$ cat src/hdl/rri_pkg.sv
// Shared constants, types and helper functions of the ray and rectangle intersection block.
package rri_pkg;

   localparam int COORD_BITS    = 32;
   localparam int FRACTION_BITS = 16;

   localparam int BASIS_BITS = 18;
   localparam int PZ_BITS    = 16;
   localparam int RECT_BITS  = 15;

   localparam int DOT_W      = COORD_BITS + 2;
   localparam int PZ_SH_W    = PZ_BITS + FRACTION_BITS;
   localparam int NUM_W      = ((PZ_SH_W > DOT_W) ? PZ_SH_W : DOT_W) + 1;
   localparam int DIV_STAGES = COORD_BITS - 1;
   localparam int DVD_W      = NUM_W + FRACTION_BITS;
   localparam int OVF_W      = (DVD_W > DOT_W + COORD_BITS - 1) ? DVD_W
                                                               : DOT_W + COORD_BITS - 1;
   localparam int PROD_W     = 2 * COORD_BITS - 1;
   localparam int STEP_W     = COORD_BITS + 1;
   localparam int SUM_W      = COORD_BITS + 2;
   localparam int BOUND_W    = (PZ_BITS + 1 + FRACTION_BITS > DOT_W)
                               ? PZ_BITS + 1 + FRACTION_BITS : DOT_W;

   localparam int REQ_W = ((6 * COORD_BITS + 7) / 8) * 8;
   localparam int RSP_W = ((3 * COORD_BITS + 7) / 8) * 8;

   localparam logic signed [SUM_W-1:0] SAT_MAX = SUM_W'((64'sd1 <<< (COORD_BITS - 1)) - 1);
   localparam logic signed [SUM_W-1:0] SAT_MIN = -SAT_MAX - SUM_W'(1);

   localparam int CSR_ADDR_W = 3;
   localparam int CSR_DATA_W = BASIS_BITS;

   localparam logic [CSR_ADDR_W-1:0] CSR_BASIS        = 3'd0;
   localparam logic [CSR_ADDR_W-1:0] CSR_RECT_X       = 3'd1;
   localparam logic [CSR_ADDR_W-1:0] CSR_RECT_Y       = 3'd2;
   localparam logic [CSR_ADDR_W-1:0] CSR_PLANE_OFFSET = 3'd3;
   localparam logic [CSR_ADDR_W-1:0] CSR_RECT_WIDTH   = 3'd4;
   localparam logic [CSR_ADDR_W-1:0] CSR_RECT_HEIGHT  = 3'd5;

   localparam logic [1:0] BASIS_POS = 2'b01;
   localparam logic [1:0] BASIS_NEG = 2'b11;

   localparam logic [BASIS_BITS-1:0] BASIS_RESET = 18'h10101;

   typedef logic [2:0][COORD_BITS-1:0] vec_type;

   typedef struct packed {
      vec_type o;
      vec_type d;
   } ray_type;

   typedef struct packed {
      ray_type ray;
      logic    miss;
   } side_type;

   typedef struct packed {
      side_type              side;
      logic                  ovf;
      logic [DOT_W-1:0]      b;
      logic [DOT_W-1:0]      r;
      logic [DIV_STAGES-1:0] q;
      logic [DIV_STAGES-1:0] dlow;
   } div_type;

   typedef struct packed {
      logic [BASIS_BITS-1:0]      basis;
      logic signed [PZ_BITS-1:0]  rect_x;
      logic signed [PZ_BITS-1:0]  rect_y;
      logic signed [PZ_BITS-1:0]  plane_offset;
      logic [RECT_BITS-1:0]       rect_width;
      logic [RECT_BITS-1:0]       rect_height;
   } cfg_type;

   function automatic logic signed [DOT_W-1:0] basis_term(input logic [1:0] code,
                                                           input logic signed [COORD_BITS-1:0] v);
      logic signed [DOT_W-1:0] ext;
      ext = DOT_W'(v);
      case (code)
         BASIS_POS: basis_term = ext;
         BASIS_NEG: basis_term = -ext;
         default:   basis_term = '0;
      endcase
   endfunction

   function automatic logic signed [DOT_W-1:0] row_dot(input logic [BASIS_BITS-1:0] basis,
                                                        input int row, input vec_type v);
      logic signed [DOT_W-1:0] acc;
      acc = '0;
      for (int k = 0; k < 3; k++) begin
         acc = acc + basis_term(basis[2 * (3 * row + k) +: 2], $signed(v[k]));
      end
      row_dot = acc;
   endfunction

endpackage

$ cat src/hdl/rri_front.sv
// Front stages: plane dot products, miss test on the approach rate and divider setup.
module rri_front (
   input  logic               clock,
   input  logic               reset,
   input  rri_pkg::cfg_type   cfg,
   input  logic               in_valid,
   output logic               in_ready,
   input  rri_pkg::ray_type   in_ray,
   output logic               out_valid,
   input  logic               out_ready,
   output rri_pkg::div_type   out_data
);

   typedef struct packed {
      rri_pkg::ray_type                    ray;
      logic signed [rri_pkg::DOT_W-1:0]    den;
      logic signed [rri_pkg::DOT_W-1:0]    odot;
   } s1_type;

   typedef struct packed {
      rri_pkg::side_type                   side;
      logic [rri_pkg::NUM_W-1:0]           a;
      logic [rri_pkg::DOT_W-1:0]           b;
   } s2_type;

   s1_type           s1_ff, s1_in;
   s2_type           s2_ff, s2_in;
   rri_pkg::div_type s3_ff, s3_in;
   logic             s1_valid_ff, s2_valid_ff, s3_valid_ff;
   logic             s1_ready, s2_ready, s3_ready;

   logic signed [rri_pkg::NUM_W-1:0] num;
   logic [rri_pkg::DVD_W-1:0]        dv;

   assign s3_ready = !s3_valid_ff || out_ready;
   assign s2_ready = !s2_valid_ff || s3_ready;
   assign s1_ready = !s1_valid_ff || s2_ready;
   assign in_ready = s1_ready;

   always_comb begin
      s1_in.ray  = in_ray;
      s1_in.den  = rri_pkg::row_dot(cfg.basis, 2, in_ray.d);
      s1_in.odot = rri_pkg::row_dot(cfg.basis, 2, in_ray.o);
   end

   always_comb begin
      num = (rri_pkg::NUM_W'(cfg.plane_offset) <<< rri_pkg::FRACTION_BITS)
            - rri_pkg::NUM_W'(s1_ff.odot);
      s2_in.side.ray  = s1_ff.ray;
      s2_in.side.miss = (s1_ff.den == '0) ||
                        ((num != '0) && (num[rri_pkg::NUM_W-1] != s1_ff.den[rri_pkg::DOT_W-1]));
      s2_in.a = num[rri_pkg::NUM_W-1] ? rri_pkg::NUM_W'(-num) : rri_pkg::NUM_W'(num);
      s2_in.b = s1_ff.den[rri_pkg::DOT_W-1] ? rri_pkg::DOT_W'(-s1_ff.den)
                                             : rri_pkg::DOT_W'(s1_ff.den);
   end

   always_comb begin
      dv         = rri_pkg::DVD_W'(s2_ff.a) << rri_pkg::FRACTION_BITS;
      s3_in.side = s2_ff.side;
      s3_in.b    = s2_ff.b;
      s3_in.ovf  = rri_pkg::OVF_W'(dv) >=
                   (rri_pkg::OVF_W'(s2_ff.b) << (rri_pkg::COORD_BITS - 1));
      s3_in.r    = rri_pkg::DOT_W'(dv >> (rri_pkg::COORD_BITS - 1));
      s3_in.q    = '0;
      s3_in.dlow = dv[rri_pkg::DIV_STAGES-1:0];
   end

   always_ff @(posedge clock) begin
      if (reset) begin
         s1_valid_ff <= 1'b0;
         s2_valid_ff <= 1'b0;
         s3_valid_ff <= 1'b0;
      end else begin
         if (s1_ready) s1_valid_ff <= in_valid;
         if (s2_ready) s2_valid_ff <= s1_valid_ff;
         if (s3_ready) s3_valid_ff <= s2_valid_ff;
      end
   end

   always_ff @(posedge clock) begin
      if (s1_ready) s1_ff <= s1_in;
      if (s2_ready) s2_ff <= s2_in;
      if (s3_ready) s3_ff <= s3_in;
   end

   assign out_valid = s3_valid_ff;
   assign out_data  = s3_ff;

endmodule

$ cat config.mk
export PLATFORM = sky130hd
export DESIGN_NAME = rri_front
export DESIGN_NICKNAME = d
export VERILOG_FILES = /design/src/hdl/rri_pkg.sv /design/src/hdl/rri_front.sv
export SDC_FILE = /design/constraint.sdc
export NUM_CORES = 1
export LEC_CHECK = 0
export BUFFER_PORTS_ARGS = -buffer_cell sky130_fd_sc_hd__buf_4
export CAP_MARGIN = 20
export CORE_ASPECT_RATIO = 1.1
export CORE_UTILIZATION = 52
export CTS_CLUSTER_SIZE = 14
export DETAILED_ROUTE_END_ITERATION = 8
export PLACE_DENSITY = 0.85
export SETUP_SLACK_MARGIN = 0.15
export SYNTH_ARGS = -nofsm -noshare
export SYNTH_HDL_FRONTEND = slang
export SYNTH_SLANG_ARGS = --single-unit
export TNS_END_PERCENT = 1
$ cat constraint.sdc
create_clock -name clock -period 8.5 [get_ports clock]
set_input_delay 1.7 -clock clock [delete_from_list [all_inputs] [get_ports clock]]
set_output_delay 1.7 -clock clock [all_outputs]
set_load 0.02 [all_outputs]
==> metrics.cfg <==
[clock_network]
hold_buffers = 0
cts-root-buf = clkbuf_16
path_clk_slew_ns = 0.06
insertion_delay_ns = 0.65
post_cts_buffers = 0
cts_tree = built
cts.sinks = 788
cts_made_buffers = 78
htreeDepth = 3
cts_max_path_buffers = 3
post_cts_resized = 0

[pwr]
ir_drop_mv = 0.212
switching_share = 0.312
leakagePower_nw = 18.1
p_switching_mw = 3.90
power_mw = 12.5
power.share.sequential = 0.447
power_density_mw_per_mm2 = 277
intPower_mw = 8.59
p_comb_frac = 0.269
p_clk_frac = 0.284

[global_routing]
grt_max_degree = 116
gr-total-overflow = 0
grt.total_usage = 0.268
grt_pass1_wl_um = 148000
antenna_found_initial = 18
grt_pass1_vias = 25000

[drt]
wirelength_um = 99700
wl_per_cell_um = 22.8
first_pass_iters = 5
via_count = 24800
drt_iter0_drc = 1962
drc = 0
via_per_inst = 5.65
ant_nets = 0

[die]
dieArea_sq_mm = 0.0739
die_width_um = 259
row_count = 103
start_util = 0.527
die_h_um = 285
core_area_sq_mm = 0.0719
io_pins = 618

[worst_setup_path]
crit_chain = buf_4, or3_1, or4_1, or4_1, nand2b_1, o41ai_1, xnor2_1, nand2_1, fa_1, inv_1, ha_1, a21o_1, a21o_1, a21oi_1, o21ai_0, a21oi_1, a311oi_1, a21oi_1, a21oi_1, o211ai_1
path_class = in2reg
worstPathRequired_ns = 8.82
worst_ep_arrival_time_ns = 7.37
endpoint_kind = flip-flop
cp_common_cell = a21oi_1
start_kind = primary input
crit_path_max_incr_delay_ns = 0.60
crit_fanout = 7
cp_slowest_cell = fa_1

[logic_synthesis]
synth_seq_cells = 788
synth_top_cell_area_share = 0.622
synth.most_common_cell = edfxtp_1
syn_area_sq_mm = 0.0379
ys_seq_area_frac = 0.624
syn_inst = 2876
synth-edff-count = 785
synth_flop_cell = edfxtp_1
yosysTopAreaCell = edfxtp_1
ys_warn_count = 0
synth_async_sr_flop_share = 0
avgSynthCellArea_sq_um = 13.2
ys_top_cells_by_count = edfxtp_1 (785), nand2_1 (285), xnor2_1 (272)
synth.area.top_cells = edfxtp_1 (62%), xnor2_1 (6.3%), ha_1 (3.7%)
synth_cell_types = 82

[sta]
setup_ws_ns = 1.45
drv_slew = 0
post-route-period-util = 0.829
worst_pin_slew_ns = 0.989
rsz0062_at_grt = false
period_minus_slack_ns = 7.05
finalHoldViolations = 0
finalSetupViolCount = 0
finalSetupTns_ns = 0
slew_headroom = 0.333
max_freq_mhz = 142
finClkSkew_ns = 0.0532

[final_layout]
drive_gt1_frac = 0.191
final_cells = 4382
stdcell_area_sq_mm = 0.0450
area_growth_pct = 18.8
fillers = 5299
final_nets = 3844

[placed_design]
dp_cells = 4237
post-place-ws_ns = 0.983
dpl_cell_area_sq_mm = 0.0423
place_congestion = 0.920
place.port_buffers = 482
dp_hpwl_um = 74800

[job]
cap_viol_max_count = 0

[hold_path]
hold_class = reg2reg

[outcome]
outcome = finished clean

-- cell families after synthesis --
family / Yosys count / synth area share
DFF: 788 / 0.624
adders and majority gates: 179 / 0.0726
AOI/OAI and AO/OA: 501 / 0.0887
muxes: 3 / 0.000793
other: 1 / 0.0000990
and+or+nand+nor: 757 / 0.102
xor gates and xnor gates: 311 / 0.0726
buffers and inverters: 336 / 0.0395
-- cells in the final DEF (no fill, tap or decap), types with 78 or more instances in the layout --
master / netlist / routed
a21oi_1: 78 / 78
buf_4: 61 / 495
clkbuf_16: 0 / 79
edfxtp_1: 785 / 785
ha_1: 111 / 111
inv_1: 196 / 194
nand2_1: 285 / 284
nor2_1: 88 / 88
o21ai_0: 137 / 137
xnor2_1: 272 / 272
-- per-layer routing --
layer / part of all wire / global-route usage / vias up
met5: 0.0014 / 0 / -
met4: 0.045 / 0.123 / 22
met3: 0.076 / 0.0612 / 232
met2: 0.53 / 0.491 / 995
met1: 0.35 / 0.292 / 12100
li1: - / - / 11400
-- through the flow --
| step | utilization | hold slack, ns |
|---|---|---|
| floorplan | - | 0.400 |
| global placement | 0.588 | 0.400 |
| detailed placement | 0.588 | 0.405 |
| CTS | 0.625 | 0.412 |
| global route | 0.626 | 0.420 |
| finish | 0.626 | 0.412 |
-- worst max-delay path, delay by kind of cell --
family	cells	cell delay (ns)
buffers and inverters	2	0.16
adders and majority gates	2	1.04
xor gates and xnor gates	1	0.16
AOI/OAI and AO/OA	10	2.41
and+or+nand+nor	5	1.87
-- layout make-up --
cell class                      count  area (sq um)  area share
Antenna cell                        5          12.5    0.000278
Clock buffer                       92          2030      0.0450
Clock inverter                     47           639      0.0142
Inverter                          196           751      0.0167
Multi-Input combinational cell   1812         13000       0.289
Sequential cell                   788         23600       0.525
Tap cell                          945          1180      0.0263
Timing Repair Buffer              497          3760      0.0836
-- registers in the layout, summed over array words and instances, names as in the netlist --
name / count
s2_valid_ff: 1
out_data: 263
s1_ff: 260
dv: 35
s1_valid_ff: 1
out_valid: 1
s2_ff: 227
-- path summary, 6_finish.rpt --
check            start       endpoint  slack [ns]  cells after the start
max          in_ray[5]      s1_ff[67]        1.45                     20
min          s2_ff[90]  out_data[152]        0.41                      0
min reg2reg  s2_ff[90]  out_data[152]        0.41                      0
max reg2reg   s1_ff[0]         dv[50]        4.06                     11
-- power by group through the flow --
stage                     clock network (mW)  logic, mW  registers (mW)
after detailed placement                   0       3.31            5.69
final                                   3.55       3.36            5.59
after global routing                    3.74       3.67            5.66
after CTS                               3.61       3.34            5.62
after global placement                     0       3.26            5.65
after floorplan                            0       2.01            5.74
(Power assumes the default switching activity.)
